--- src/hw/rtl/sid_pkg.sv ---
// ----------------------------------------------------------------------------
// sid_pkg
// Shared types and constants for the sensor ID table and health tracker.
// ----------------------------------------------------------------------------
package sid_pkg;

    localparam int SLOTS   = 8;
    localparam int SLOT_IW = (SLOTS > 1) ? $clog2(SLOTS) : 1;
    localparam int UNK_W   = $clog2(SLOTS + 1);

    localparam logic [7:0]  ERROR_CAP_RESET   = 8'd100;
    localparam logic [10:0] GRACE_LIMIT_RESET = 11'd1440;

    typedef enum logic [1:0] {
        OP_PACKET = 2'd0,
        OP_TICK   = 2'd1,
        OP_ENROLL = 2'd2,
        OP_READ   = 2'd3
    } op_t;

    localparam logic CFG_ERROR_CAP   = 1'b0;
    localparam logic CFG_GRACE_LIMIT = 1'b1;

    typedef struct packed {
        logic [7:0]         id;
        logic               valid;
        logic signed [15:0] temperature;
        logic [7:0]         humidity;
        logic               battery;
        logic               updated;
        logic [7:0]         errors;
        logic [10:0]        grace;
    } slot_entry_t;

    localparam int ENTRY_W = $bits(slot_entry_t);

    typedef struct packed {
        logic [7:0]  error_cap;
        logic [10:0] grace_limit;
    } tick_cfg_t;

endpackage

--- src/hw/rtl/sid_ram.sv ---
// ----------------------------------------------------------------------------
// sid_ram
// Generic single-write, single-read RAM with a registered read port.
// ----------------------------------------------------------------------------
module sid_ram #(
    parameter int WIDTH = 8,
    parameter int DEPTH = 8,
    parameter int AW    = (DEPTH > 1) ? $clog2(DEPTH) : 1
) (
    input  logic             clk,
    input  logic             we,
    input  logic [AW-1:0]    waddr,
    input  logic [WIDTH-1:0] wdata,
    input  logic [AW-1:0]    raddr,
    output logic [WIDTH-1:0] rdata
);

    logic [WIDTH-1:0] mem [DEPTH];

    always_ff @(posedge clk)
    begin
        if (we)
        begin
            mem[waddr] <= wdata;
        end
        rdata <= mem[raddr];
    end

endmodule

--- src/hw/rtl/sid_slot_ager.sv ---
// ----------------------------------------------------------------------------
// sid_slot_ager
// Minute-tick aging of one slot entry: error count and grace counter update.
// ----------------------------------------------------------------------------
module sid_slot_ager (
    input  sid_pkg::tick_cfg_t   cfg,
    input  sid_pkg::slot_entry_t entry_in,
    output sid_pkg::slot_entry_t entry_out,
    output logic                 failing
);
    import sid_pkg::*;

    logic [10:0] grace_inc;

    assign grace_inc = entry_in.grace + 11'd1;

    always_comb
    begin
        entry_out = entry_in;
        if (entry_in.valid)
        begin
            if (!entry_in.updated)
            begin
                entry_out.grace = '0;
                if (entry_in.errors < cfg.error_cap)
                begin
                    entry_out.errors = entry_in.errors + 8'd1;
                end
            end
            else
            begin
                entry_out.grace = grace_inc;
                if (grace_inc >= cfg.grace_limit)
                begin
                    entry_out.grace = '0;
                    if (entry_in.errors != 8'd0)
                    begin
                        entry_out.errors = entry_in.errors - 8'd1;
                    end
                end
            end
            entry_out.updated = 1'b0;
        end
    end

    // A slot counts as failing once aging leaves it valid with errors.
    assign failing = entry_out.valid && (entry_out.errors != 8'd0);

endmodule

--- src/hw/rtl/sensor_id_table_health_tracker_core.sv ---
// ----------------------------------------------------------------------------
// sensor_id_table_health_tracker_core
// Sensor slot table with packet matching, unknown-ID list and tick aging.
// ----------------------------------------------------------------------------
// Flow: a read or an enroll presents the slot address, then reads or writes
// the row; a packet searches the slots, then the unknown IDs, and appends an
// ID found in neither; a tick ages every slot, then may replace one failing ID.
// One item is handled at a time; the input is ready only while idle.
// Reset clears all control state and marks every slot row unwritten, so
// rows read as zero at once; no clearing pass is needed.
module sensor_id_table_health_tracker_core (
    input  logic                clk,
    input  logic                rst_n,
    input  logic                cfg_we,
    input  logic                cfg_index,
    input  logic [10:0]         cfg_data,
    input  logic                in_valid,
    output logic                in_ready,
    input  logic [1:0]          op,
    input  logic [7:0]          sensor_id,
    input  logic signed [15:0]  temperature,
    input  logic [7:0]          humidity,
    input  logic                battery_low,
    input  logic [2:0]          slot,
    output logic                out_valid,
    input  logic                out_ready,
    output logic                slot_valid,
    output logic [7:0]          slot_id,
    output logic signed [15:0]  slot_temperature,
    output logic [7:0]          slot_humidity,
    output logic                slot_battery_low,
    output logic [7:0]          slot_errors,
    output logic                slot_updated,
    output logic                hit,
    output logic                replaced,
    output logic [3:0]          unknown_count
);
    import sid_pkg::*;

    // The sequencer walks the slot RAM one entry at a time: an issue state
    // presents the address, the following state sees the registered data and,
    // where it changes the entry, writes the modified entry back.
    typedef enum logic [14:0] {
        S_IDLE    = 15'b000000000000001,
        S_PKT_RD  = 15'b000000000000010,
        S_PKT_CHK = 15'b000000000000100,
        S_UNK_RD  = 15'b000000000001000,
        S_UNK_CHK = 15'b000000000010000,
        S_UNK_APP = 15'b000000000100000,
        S_TICK_RD = 15'b000000001000000,
        S_TICK_CHK= 15'b000000010000000,
        S_FIX_RD  = 15'b000000100000000,
        S_FIX_WR  = 15'b000001000000000,
        S_ENR_RD  = 15'b000010000000000,
        S_ENR_WR  = 15'b000100000000000,
        S_RD_RD   = 15'b001000000000000,
        S_RD_CHK  = 15'b010000000000000,
        S_FIN     = 15'b100000000000000
    } state_t;

    state_t state_reg, state_next;

    tick_cfg_t cfg_reg;

    // Latched input item.
    op_t                op_reg;
    logic [7:0]         id_reg;
    logic signed [15:0] temp_reg;
    logic [7:0]         hum_reg;
    logic               bat_reg;
    logic [2:0]         slot_reg;

    logic [SLOT_IW-1:0] sidx_reg, sidx_next;
    logic [SLOT_IW-1:0] uidx_reg, uidx_next;
    logic [UNK_W-1:0]   unk_total_reg, unk_total_next;
    logic [1:0]         fail_cnt_reg, fail_cnt_next;
    logic [SLOT_IW-1:0] fail_slot_reg, fail_slot_next;

    // Result being built, and the output register that holds it.
    slot_entry_t res_entry_reg, res_entry_next;
    logic        res_hit_reg, res_hit_next;
    logic        res_repl_reg, res_repl_next;

    logic        out_valid_reg;
    slot_entry_t out_entry_reg;
    logic        out_hit_reg;
    logic        out_repl_reg;
    logic [3:0]  out_cnt_reg;

    // Slot RAM with one written-row flag per entry; an unwritten row reads
    // as all zero, which is its reset value.
    logic [SLOTS-1:0]   row_live_reg;
    logic               rd_live_reg;
    logic               sram_we;
    logic [SLOT_IW-1:0] sram_waddr;
    slot_entry_t        sram_wdata;
    logic [SLOT_IW-1:0] sram_raddr;
    logic [ENTRY_W-1:0] sram_q;
    slot_entry_t        rd_entry;

    // Unknown ID RAM; only entries below the count are ever read.
    logic               uram_we;
    logic [SLOT_IW-1:0] uram_waddr;
    logic [SLOT_IW-1:0] uram_raddr;
    logic [7:0]         uram_q;

    slot_entry_t aged_entry;
    logic        aged_failing;

    logic        sidx_last;
    logic        slot_in_range;
    logic        accept;
    logic        deliver;

    sid_ram #(
        .WIDTH (ENTRY_W),
        .DEPTH (SLOTS)
    ) u_slot_ram (
        .clk   (clk),
        .we    (sram_we),
        .waddr (sram_waddr),
        .wdata (sram_wdata),
        .raddr (sram_raddr),
        .rdata (sram_q)
    );

    sid_ram #(
        .WIDTH (8),
        .DEPTH (SLOTS)
    ) u_unknown_ram (
        .clk   (clk),
        .we    (uram_we),
        .waddr (uram_waddr),
        .wdata (id_reg),
        .raddr (uram_raddr),
        .rdata (uram_q)
    );

    sid_slot_ager u_ager (
        .cfg       (cfg_reg),
        .entry_in  (rd_entry),
        .entry_out (aged_entry),
        .failing   (aged_failing)
    );

    assign rd_entry      = rd_live_reg ? slot_entry_t'(sram_q) : '0;
    assign sidx_last     = (sidx_reg == SLOT_IW'(SLOTS - 1));
    assign slot_in_range = (32'(slot_reg) < SLOTS);
    assign in_ready      = (state_reg == S_IDLE);
    assign accept        = in_valid && in_ready;
    // The finished result moves to the output register once it is free.
    assign deliver       = (state_reg == S_FIN) && (!out_valid_reg || out_ready);

    always_comb
    begin
        state_next     = state_reg;
        sidx_next      = sidx_reg;
        uidx_next      = uidx_reg;
        unk_total_next = unk_total_reg;
        fail_cnt_next  = fail_cnt_reg;
        fail_slot_next = fail_slot_reg;
        res_entry_next = res_entry_reg;
        res_hit_next   = res_hit_reg;
        res_repl_next  = res_repl_reg;
        sram_we        = 1'b0;
        sram_waddr     = sidx_reg;
        sram_wdata     = rd_entry;
        sram_raddr     = sidx_reg;
        uram_we        = 1'b0;
        uram_waddr     = unk_total_reg[SLOT_IW-1:0];
        uram_raddr     = uidx_reg;

        unique case (state_reg)
            S_IDLE:
            begin
                if (accept)
                begin
                    sidx_next      = '0;
                    uidx_next      = '0;
                    fail_cnt_next  = '0;
                    res_entry_next = '0;
                    res_hit_next   = 1'b0;
                    res_repl_next  = 1'b0;
                    unique case (op_t'(op))
                        OP_PACKET: state_next = S_PKT_RD;
                        OP_TICK:   state_next = S_TICK_RD;
                        OP_ENROLL: state_next = S_ENR_RD;
                        OP_READ:   state_next = S_RD_RD;
                        default:   state_next = S_IDLE;
                    endcase
                end
            end
            S_PKT_RD:
            begin
                state_next = S_PKT_CHK;
            end
            S_PKT_CHK:
            begin
                if (rd_entry.id == id_reg)
                begin
                    sram_we                = 1'b1;
                    sram_wdata.temperature = temp_reg;
                    sram_wdata.humidity    = hum_reg;
                    sram_wdata.battery     = bat_reg;
                    sram_wdata.updated     = 1'b1;
                    res_hit_next           = 1'b1;
                    state_next             = S_FIN;
                end
                else if (!sidx_last)
                begin
                    sidx_next  = sidx_reg + SLOT_IW'(1);
                    state_next = S_PKT_RD;
                end
                else if (unk_total_reg == '0)
                begin
                    state_next = S_UNK_APP;
                end
                else
                begin
                    state_next = S_UNK_RD;
                end
            end
            S_UNK_RD:
            begin
                state_next = S_UNK_CHK;
            end
            S_UNK_CHK:
            begin
                if (uram_q == id_reg)
                begin
                    state_next = S_FIN;
                end
                else if ((UNK_W'(uidx_reg) + UNK_W'(1)) == unk_total_reg)
                begin
                    state_next = S_UNK_APP;
                end
                else
                begin
                    uidx_next  = uidx_reg + SLOT_IW'(1);
                    state_next = S_UNK_RD;
                end
            end
            S_UNK_APP:
            begin
                if (32'(unk_total_reg) < SLOTS)
                begin
                    uram_we        = 1'b1;
                    unk_total_next = unk_total_reg + UNK_W'(1);
                end
                state_next = S_FIN;
            end
            S_TICK_RD:
            begin
                state_next = S_TICK_CHK;
            end
            S_TICK_CHK:
            begin
                sram_we    = 1'b1;
                sram_wdata = aged_entry;
                if (aged_failing)
                begin
                    fail_slot_next = sidx_reg;
                    if (fail_cnt_reg != 2'd2)
                    begin
                        fail_cnt_next = fail_cnt_reg + 2'd1;
                    end
                end
                if (!sidx_last)
                begin
                    sidx_next  = sidx_reg + SLOT_IW'(1);
                    state_next = S_TICK_RD;
                end
                else if ((fail_cnt_next == 2'd1) && (unk_total_reg == UNK_W'(1)))
                begin
                    state_next = S_FIX_RD;
                end
                else
                begin
                    state_next = S_FIN;
                end
            end
            S_FIX_RD:
            begin
                sram_raddr = fail_slot_reg;
                uram_raddr = '0;
                state_next = S_FIX_WR;
            end
            S_FIX_WR:
            begin
                sram_we       = 1'b1;
                sram_waddr    = fail_slot_reg;
                sram_wdata.id = uram_q;
                res_repl_next = 1'b1;
                state_next    = S_FIN;
            end
            S_ENR_RD:
            begin
                sram_raddr = SLOT_IW'(slot_reg);
                state_next = S_ENR_WR;
            end
            S_ENR_WR:
            begin
                sram_we          = slot_in_range;
                sram_waddr       = SLOT_IW'(slot_reg);
                sram_wdata.id    = id_reg;
                sram_wdata.valid = 1'b1;
                state_next       = S_FIN;
            end
            S_RD_RD:
            begin
                sram_raddr = SLOT_IW'(slot_reg);
                state_next = S_RD_CHK;
            end
            S_RD_CHK:
            begin
                if (slot_in_range)
                begin
                    res_entry_next       = rd_entry;
                    res_entry_next.grace = '0;
                end
                state_next = S_FIN;
            end
            S_FIN:
            begin
                if (deliver)
                begin
                    state_next = S_IDLE;
                end
            end
            default:
            begin
                state_next = S_IDLE;
            end
        endcase
    end

    always_ff @(posedge clk or negedge rst_n)
    begin
        if (!rst_n)
        begin
            state_reg     <= S_IDLE;
            cfg_reg       <= '{error_cap: ERROR_CAP_RESET, grace_limit: GRACE_LIMIT_RESET};
            unk_total_reg <= '0;
            row_live_reg  <= '0;
            rd_live_reg   <= 1'b0;
            out_valid_reg <= 1'b0;
            sidx_reg      <= '0;
            uidx_reg      <= '0;
            fail_cnt_reg  <= '0;
        end
        else
        begin
            state_reg     <= state_next;
            unk_total_reg <= unk_total_next;
            sidx_reg      <= sidx_next;
            uidx_reg      <= uidx_next;
            fail_cnt_reg  <= fail_cnt_next;
            rd_live_reg   <= row_live_reg[sram_raddr];
            if (sram_we)
            begin
                row_live_reg[sram_waddr] <= 1'b1;
            end
            if (cfg_we)
            begin
                unique case (cfg_index)
                    CFG_ERROR_CAP:   cfg_reg.error_cap   <= cfg_data[7:0];
                    CFG_GRACE_LIMIT: cfg_reg.grace_limit <= cfg_data;
                    default:         cfg_reg             <= cfg_reg;
                endcase
            end
            if (deliver)
            begin
                out_valid_reg <= 1'b1;
            end
            else if (out_ready)
            begin
                out_valid_reg <= 1'b0;
            end
        end
    end

    // Payload registers carry no reset.
    always_ff @(posedge clk)
    begin
        fail_slot_reg <= fail_slot_next;
        res_entry_reg <= res_entry_next;
        res_hit_reg   <= res_hit_next;
        res_repl_reg  <= res_repl_next;
        if (accept)
        begin
            op_reg   <= op_t'(op);
            id_reg   <= sensor_id;
            temp_reg <= temperature;
            hum_reg  <= humidity;
            bat_reg  <= battery_low;
            slot_reg <= slot;
        end
        if (deliver)
        begin
            out_entry_reg <= res_entry_reg;
            out_hit_reg   <= res_hit_reg;
            out_repl_reg  <= res_repl_reg;
            out_cnt_reg   <= 4'(unk_total_reg);
        end
    end

    assign out_valid        = out_valid_reg;
    assign slot_valid       = out_entry_reg.valid;
    assign slot_id          = out_entry_reg.id;
    assign slot_temperature = out_entry_reg.temperature;
    assign slot_humidity    = out_entry_reg.humidity;
    assign slot_battery_low = out_entry_reg.battery;
    assign slot_errors      = out_entry_reg.errors;
    assign slot_updated     = out_entry_reg.updated;
    assign hit              = out_hit_reg;
    assign replaced         = out_repl_reg;
    assign unknown_count    = out_cnt_reg;

    // The unknown list never holds more IDs than it has entries.
    a_unk_bound: assert property (@(posedge clk) disable iff (!rst_n)
        32'(unk_total_reg) <= SLOTS)
        else $error("unknown ID count exceeds list depth");

    // A packet hit and a tick replacement are never reported together.
    a_hit_repl: assert property (@(posedge clk) disable iff (!rst_n)
        out_valid_reg |-> !(out_hit_reg && out_repl_reg))
        else $error("hit and replaced both set");

    // A transfer in always starts work, so the input stays closed next cycle.
    a_busy_after_accept: assert property (@(posedge clk) disable iff (!rst_n)
        accept |=> !in_ready)
        else $error("input ready right after a transfer");

    // A replacement only follows a tick with a single unknown ID.
    a_fix_single: assert property (@(posedge clk) disable iff (!rst_n)
        (state_reg == S_FIX_WR) |-> (unk_total_reg == UNK_W'(1) && op_reg == OP_TICK))
        else $error("replacement without a single unknown ID");

endmodule
--- config.mk ---
export PLATFORM = sky130hd
export DESIGN_NAME = sensor_id_table_health_tracker_core
export DESIGN_NICKNAME = d
export VERILOG_FILES = /design/src/hw/rtl/sid_pkg.sv /design/src/hw/rtl/sid_ram.sv /design/src/hw/rtl/sid_slot_ager.sv /design/src/hw/rtl/sensor_id_table_health_tracker_core.sv
export SDC_FILE = /design/constraint.sdc
export NUM_CORES = 1
export LEC_CHECK = 0
export BUFFER_PORTS_ARGS = -buffer_cell sky130_fd_sc_hd__buf_2
export CAP_MARGIN = 15
export CORE_ASPECT_RATIO = 0.7
export CORE_MARGIN = 3
export CORE_UTILIZATION = 55
export DETAILED_ROUTE_END_ITERATION = 10
export PLACE_DENSITY = 0.72
export SYNTH_ARGS = -nofsm -noshare
export SYNTH_HDL_FRONTEND = slang
export SYNTH_SLANG_ARGS = --single-unit
export TNS_END_PERCENT = 5
--- constraint.sdc ---
create_clock -name clk -period 13.7 [get_ports clk]
set_input_delay 0.685 -clock clk [delete_from_list [all_inputs] [get_ports clk]]
set_output_delay 0.685 -clock clk [all_outputs]
set_load 0.02 [all_outputs]
== Word-level counts from Yosys, hierarchy flattened ==
Memory sizes are Yosys's and may differ from the RTL's. A register that Yosys moved wholly into a read port is not among the register bits.
Index checks and enable logic that the tools add are counted.

* Register bits: 189
* Bits in writable memories: 496
* Input bits: 55
* Word-level logic and storage cells: 173
* Memories: 2
* Output and inout port bits: 51

* Eq/ne operators: 31
* Multiplexer cells: 57
* $lt $le $gt $ge: 6
* Reductions and logical operators: 32
* Add/subtract/negate cells: 8
* Bitwise operators: 2

{| class="wikitable"
|+ Memories
! name !! words !! width !! rd ports !! clocked after memory_dff !! wr ports !! RTL line !! RTL
|-
| u_slot_ram.mem || 8 || 54 || 1 || 1 || 1 || sid_ram.sv:18 || <nowiki>logic [WIDTH-1:0] mem [DEPTH];</nowiki>
|-
| u_unknown_ram.mem || 8 || 8 || 1 || 1 || 1 || sid_ram.sv:18 ||
|}

{| class="wikitable"
|+ Operator list
! operator !! count
|-
| 15-bit one-hot mux with 12 select lines || 1
|-
| 54-bit 2-to-1 mux || 2
|-
| 54-bit one-hot mux with 2 select lines || 1
|-
| 15-bit 2-to-1 mux || 7
|-
| 15-bit one-hot mux with 4 select lines || 1
|-
| 19-bit 2-to-1 mux || 3
|-
| 26-bit one-hot mux with 2 select lines || 1
|-
| 26-bit 2-to-1 mux || 1
|-
| 20-bit 2-to-1 mux || 1
|-
| 3-bit 2-to-1 mux || 6
|-
| 3-bit one-hot mux with 2 select lines || 3
|-
| 8-bit == test || 2
|-
| 8-bit 2-to-1 mux || 2
|-
| 8-bit one-hot mux with 2 select lines || 1
|-
| 2-bit AND reduction || 8
|-
| 8-bit nonzero test || 2
|-
| 15-bit by 1-bit == test with 1-bit output, second input constant || 1
|-
| 15-bit by 10-bit == test with 1-bit output, second input constant || 1
|-
| 15-bit by 11-bit == test with 1-bit output, second input constant || 1
|-
| 15-bit by 12-bit == test with 1-bit output, second input constant || 1
|-
| 15-bit by 13-bit == test with 1-bit output, second input constant || 1
|-
| 15-bit by 14-bit == test with 1-bit output, second input constant || 1
|-
| 15-bit == test, second input constant || 1
|-
| 15-bit by 2-bit == test with 1-bit output, second input constant || 1
|-
| other kinds (48) || 86
|}

== Depth between registers and ports, before layout ==
* Depth after elaboration: 15
* Mapped depth: 22
* Mapped depth without buffers: 18

== Hierarchy ==
Synthesis repeated with hierarchy kept, for this count alone.

* Cell total of the unflattened synthesis: 1,791
* Area total of the unflattened synthesis: 30,543.0 µm²

{| class="wikitable"
|+ By module, submodules not included
! module !! cells each !! area each (µm²) !! seq. area each (µm²) !! instances
|-
| sid_ram at u_slot_ram || 691 || 17,326.6 || 14,053.5 || 1
|-
| sensor_id_table_health_tracker_core || 748 || 8,886.0 || 5,405.2 || 1
|-
| sid_ram at u_unknown_ram || 114 || 2,691.3 || 2,082.0 || 1
|-
| sid_slot_ager || 238 || 1,639.1 || 0.0 || 1
|}

== Least setup slack after synthesis ==
No wires, ideal clock.

* Kind: reg-to-reg
* Start point: register state_reg[8]
* End point: memory u_slot_ram.mem[0][0] (netlist bit) (enable)
* Stages on the path, launching flop included: 11
* Arrival: 4.457 ns
* Period minus slack after synthesis: 4.923 ns
* Path buffers: 0
* Required time: 13.234 ns
* Path slack: 8.777 ns
* Library setup time: 0.466 ns
* Cells stage by stage: dfrtp_1 > nor4_1 > nor2b_1 > and3_1 > nand2_1 > nor3b_1 > nor2_1 > nand2_1 > nand2_1 > or2_2 > nor2_1

* Longest elaborated chain between the ends: 5
* Elaborated cells between the ends (all ways): 9
* Classes of those cells: eq/ne: 4; mux: 4; reduce/logical: 1

{| class="wikitable"
|+ RTL lines
! what !! RTL line !! RTL
|-
| start: declaration || sensor_id_table_health_tracker_core.sv:61 || <nowiki>state_t state_reg, state_next;</nowiki>
|-
| start signal: assignment || sensor_id_table_health_tracker_core.sv:353 || <nowiki>state_reg <= state_next;</nowiki>
|-
| 15-bit by 12-bit == test with 1-bit output, or another cell as far along || sensor_id_table_health_tracker_core.sv:173 || <nowiki>unique case (state_reg)</nowiki>
|-
| 3-bit OR reduction (no source line) || -- ||
|-
| 1-bit one-hot mux with 2 select lines || sensor_id_table_health_tracker_core.sv:173 ||
|-
| 1-bit 2-to-1 mux || sid_ram.sv:22 || <nowiki>if (we)</nowiki>
|-
| 1-bit 2-to-1 mux (implied by the code) || sid_ram.sv:24 || <nowiki>mem[waddr] <= wdata;</nowiki>
|-
| end: declaration || sid_ram.sv:18 ||
|}

Several ways; a longest one is shown, not always the timed one.

== Final worst setup path ==
* Start point: register rd_live_reg
* End point: register fail_cnt_reg[0]

* Longest elaborated chain between the ends: 11
* Elaborated cells between the ends (all ways): 17
* Classes of those cells: add/sub: 3; order compare: 2; mux: 9; reduce/logical: 3

{| class="wikitable"
|+ RTL lines
! what !! RTL line !! RTL
|-
| start: declaration || sensor_id_table_health_tracker_core.sv:93 || <nowiki>logic rd_live_reg;</nowiki>
|-
| start signal: assignment || sensor_id_table_health_tracker_core.sv:358 || <nowiki>rd_live_reg <= row_live_reg[sram_raddr];</nowiki>
|-
| 54-bit 2-to-1 mux * || sensor_id_table_health_tracker_core.sv:146 || <nowiki>assign rd_entry = rd_live_reg ? slot_entry_t'(sram_q) : '0;</nowiki>
|-
| 11-bit by 1-bit adder with 11-bit output, or another cell as far along || sid_slot_ager.sv:15 || <nowiki>assign grace_inc = entry_in.grace + 11'd1;</nowiki>
|-
| 11-bit >= comparator or 8-bit 2-to-1 mux (tied branches) || sid_slot_ager.sv:33, sid_slot_ager.sv:36 ||
|-
| 19-bit 2-to-1 mux || sid_slot_ager.sv:33 || <nowiki>if (grace_inc >= cfg.grace_limit)</nowiki>
|-
| 19-bit 2-to-1 mux || sid_slot_ager.sv:22 || <nowiki>if (!entry_in.updated)</nowiki>
|-
| 20-bit 2-to-1 mux || sid_slot_ager.sv:20 || <nowiki>if (entry_in.valid)</nowiki>
|-
| 8-bit nonzero test || sid_slot_ager.sv:47 || <nowiki>assign failing = entry_out.valid && (entry_out.errors != 8'd0);</nowiki>
|-
| 1-bit logical AND * || sid_slot_ager.sv:47 ||
|-
| 2-bit 2-to-1 mux * || sensor_id_table_health_tracker_core.sv:260 || <nowiki>if (aged_failing)</nowiki>
|-
| 2-bit 2-to-1 mux * || sensor_id_table_health_tracker_core.sv:173 ||
|-
| 2-bit one-hot mux with 2 select lines * || sensor_id_table_health_tracker_core.sv:173 ||
|-
| end signal: assignment || sensor_id_table_health_tracker_core.sv:357 || <nowiki>fail_cnt_reg <= fail_cnt_next;</nowiki>
|-
| end: declaration || sensor_id_table_health_tracker_core.sv:76 || <nowiki>logic [1:0] fail_cnt_reg, fail_cnt_next;</nowiki>
|}

Mark *: on every way between the ends. The rest lies on a longest branch, timed or not. The select of a mux whose other input is x is not followed.
A chain may end at the register's enable or synchronous reset.

==> flow_summary.ini <==
[yosys]
synth.avg_cell_area_um2 = 13.5
synth_top_area_share = 0.624
synth.yosys.seq_area_share = 0.711
syn-instance-count = 2240
netlist.top_cell.by_area = sky130_fd_sc_hd__edfxtp_1
synth.net_count = 2323
synthFlopType = sky130_fd_sc_hd__edfxtp_1
synth-async-reset-ratio = 0.0750
yosys.cell_types.count = 75
synthesis.area_um2 = 30300
ys_seq_elements = 747
synthesis.yosys.warnings = 0
synth-edff-count = 629
synthTopCellsByArea = sky130_fd_sc_hd__edfxtp_1 (62%), sky130_fd_sc_hd__nand2_1 (4.9%), sky130_fd_sc_hd__dfxtp_1 (4.1%)

[power_and_ir_drop]
pwr_density_cell_nw_per_um2 = 181
static_leakage_nw = 12.2
worst_ir_drop_vdd_mv = 0.113
final_total_pwr_mw = 6.13

[final_layout]
area_of_combinational_cells_with_multiple_inputs_um2 = 7910
insertedDiodeCount = 0
synthToLayoutAreaGrowth_pct = 11.7
sequential_cell_area_um2 = 21500
most_common_library_cell_in_the_layout_ignoring_fill_and_taps = sky130_fd_sc_hd__edfxtp_1
fin_nets = 2400
layout_top_registers = u_slot_ram.mem x432, u_unknown_ram.mem x64, u_slot_ram.rdata x54
top_register = u_slot_ram.mem
num-fill-cells = 3925
layout.cells.most_common_list = sky130_fd_sc_hd__edfxtp_1 (629), sky130_fd_sc_hd__nand2_1 (393), sky130_fd_sc_hd__nand3_1 (156)
fin_cells = 3103
largest_reg_flops = 432
finish.utilization = 0.625
layout-drive-gt1-share = 0.148

[timing]
slew_headroom = 0.228
final_count_of_negative_setup_slack_endpoints = 0
hold_violations = 0
timing.clock.skew_ns = 0.0187
final_min_period_over_clock_period = 0.429
postLayoutSetupSlackWorst_ns = 7.82
tightest_slew_ns = 1.15
finalSetupTns_ns = 0
period_minus_slack_ns = 5.88
final-max-slew-violation-count = 0
maxClockFrequency_mhz = 170
rsz0062_at_grt = false

[worst_setup_path]
path_common_cell = sky130_fd_sc_hd__nand2_1
critPathSlowestCell = sky130_fd_sc_hd__a311oi_1
timing.critical_path.buf_inv = 1
critical_path_arrival_ns = 6.37
cp_peak_stage_delay_ns = 0.82
timing.critical_path.fanout_max = 83
setup.worst_path.start_class = flip-flop
critical_path.top_delay_family = compound AO/OA/AOI/OAI gates
reg2reg_end = fail_cnt_reg[0]$_DFFE_PN0P_
crit_required_ns = 14.20
path_class = flip-flop to flip-flop
reg2reg_slack_ns = 7.82
worstRegToRegCells = 18
regToRegStartpoint = rd_live_reg$_DFF_PN0_
path_cells = buf_4, nand2_1, nor2_1, and2_1, and3_1, nand2_1, nand3_1, o21ai_0, ha_1, a21oi_1, o22ai_1, a2111oi_4, a21boi_1, a21o_1, a32oi_1, a2111oi_2, a311oi_1, mux2_2
crit_path_end_kind = flip-flop

[clock_tree]
sink_count_of_the_clock_tree = 747
post_cts_resize_count = 0
clkTransAtPathRegs_ns = 0.06
cts.htree.levels = 3
cts-root-to-sink-buffers = 3
total_clock_buffers_created_by_cts = 69
ctsHoldBuffers = 0
tritoncts = built
cts.root.buffer_cell = sky130_fd_sc_hd__clkbuf_16
clock_latency_ns = 0.62
post-cts-setup-buffers = 0

[placed_design]
placement.setup.worst_slack_ns = 7.79
dp_hpwl_mm = 37.7
portBuffers = 105
dp_cells = 2974
finalWeightedCongestion = 0.837

[detailed_routing]
route.vias.total = 18300
drc = 0
drtAntennaViolNets = 0
first_iter_violations = 1576
drtPass1Iterations = 6
wl_per_cell_um = 21.4
route.final.wire_length_mm = 66.4
number_of_vias_per_cell_after_detailed_routing = 5.90

[floorplan]
floorplan_die_width_um = 286
floorplan.die.height_um = 202
core_um2 = 54100
floorplan.die_area_um2 = 58000
initial_core_utilization = 0.560
num_rows = 71
ios = 106

[grt]
grt_antenna_before_repair = 0
vias_in_the_first_global_route = 18000
grt_overflow = 0
grt_max_degree = 92
gr-usage-all-layers = 0.230
grt_first_pass_wirelength_mm = 103

[status]
outcome = finished clean

[flow_run]
maxCapViolCount = 0

[hold_path]
holdCritPathClass = primary input to asynchronous set/reset pin
## stage by stage
step | hold WS (ns) | area, um^2
6_report | 0.221 | 33800
3_3_place_gp | 0.401 | 31300
4_1_cts | 0.207 | 33800
5_1_grt | 0.216 | 33800
3_5_place_dp | 0.405 | 31300
2_1_floorplan | 0.389 | 30300
## worst max-delay path by stage
stage                                         from                        endpoint  slack, ns  cells after the start
after floorplan           state_reg[8]$_DFFE_PN0P_  u_slot_ram.mem[0][0]$_DFFE_PP_       8.78                     10
after global placement       rd_live_reg$_DFF_PN0_     fail_cnt_reg[1]$_DFFE_PN0P_       8.12                     18
after detailed placement     rd_live_reg$_DFF_PN0_  u_slot_ram.mem[3][7]$_DFFE_PP_       7.79                     16
after CTS                    rd_live_reg$_DFF_PN0_  u_slot_ram.mem[6][7]$_DFFE_PP_       7.74                     16
after global routing         rd_live_reg$_DFF_PN0_     fail_cnt_reg[0]$_DFFE_PN0P_       7.40                     18
final                        rd_live_reg$_DFF_PN0_     fail_cnt_reg[0]$_DFFE_PN0P_       7.82                     18
## kinds of logic after synthesis
logic type,Yosys count,share of synthesized area
buf+inv,195,0.0308
flops,747,0.711
xor+xnor,29,0.00839
simple gates,854,0.133
fa+ha+maj,28,0.0116
compound gates,340,0.0846
mux,47,0.0200
## cell usage after synthesis, types with 10 or more instances
library cell and count:
sky130_fd_sc_hd__a211oi_1 58, sky130_fd_sc_hd__edfxtp_1 629, sky130_fd_sc_hd__nor3_1 14, sky130_fd_sc_hd__dfxtp_1 62, sky130_fd_sc_hd__a311oi_1 58, sky130_fd_sc_hd__a31o_1 55
sky130_fd_sc_hd__nand4_1 11, sky130_fd_sc_hd__inv_1 68, sky130_fd_sc_hd__nor2_1 62, sky130_fd_sc_hd__nand2b_1 14, sky130_fd_sc_hd__o21ai_0 61, sky130_fd_sc_hd__dfrtp_1 48
sky130_fd_sc_hd__nand2_1 398, sky130_fd_sc_hd__clkbuf_1 82, sky130_fd_sc_hd__buf_2 13, sky130_fd_sc_hd__and3_1 45, sky130_fd_sc_hd__nand2_2 30, sky130_fd_sc_hd__nor2b_1 67
sky130_fd_sc_hd__a21oi_1 28, sky130_fd_sc_hd__xnor2_1 23, sky130_fd_sc_hd__nand3_1 156, sky130_fd_sc_hd__mux2_2 29, sky130_fd_sc_hd__and2_1 16, sky130_fd_sc_hd__mux2i_1 10
sky130_fd_sc_hd__ha_1 28, sky130_fd_sc_hd__buf_6 18
## metal layers
metal | vias up | routed length (um) | GRT usage | part of all wire
li1 | 8460 | - | - | -
met1 | 9165 | 29700 | 0.329 | 0.45
met3 | 110 | 4040 | 0.0395 | 0.061
met4 | 0 | 1480 | 0.0656 | 0.022
met5 | - | 0 | 0 | 0
met2 | 585 | 31100 | 0.366 | 0.47
## worst register-to-register path: stages, from the launching register on
cell and delay, ns:
sky130_fd_sc_hd__dfrtp_2 0.65, sky130_fd_sc_hd__buf_4 0.77, sky130_fd_sc_hd__nand2_1 0.19, sky130_fd_sc_hd__nor2_1 0.19, sky130_fd_sc_hd__and2_1 0.30, sky130_fd_sc_hd__and3_1 0.21, sky130_fd_sc_hd__nand2_1 0.10, sky130_fd_sc_hd__nand3_1 0.10
sky130_fd_sc_hd__o21ai_0 0.11, sky130_fd_sc_hd__ha_1 0.31, sky130_fd_sc_hd__a21oi_1 0.14, sky130_fd_sc_hd__o22ai_1 0.13, sky130_fd_sc_hd__a2111oi_4 0.46, sky130_fd_sc_hd__a21boi_1 0.22, sky130_fd_sc_hd__a21o_1 0.22, sky130_fd_sc_hd__a32oi_1 0.26
sky130_fd_sc_hd__a2111oi_2 0.15, sky130_fd_sc_hd__a311oi_1 0.82, sky130_fd_sc_hd__mux2_2 0.42
## report_power, final
group	switching (mW)	total [mW]	leakage [nW]	internal (mW)
sequential	0.155	2.97	7.03	2.82
combinational	0.749	1.09	3.92	0.344
clock	0.828	2.06	1.21	1.24
total	1.73	6.13	12.2	4.40
## cell type report
class	count	area share
tap	730	0.0270
timing repair buffer	132	0.0218
multi-input combinational	1298	0.234
sequential	747	0.637
inverter	69	0.00765
clock inverter	38	0.0155
clock buffer	89	0.0575
Power figures use the tool's default switching activity.
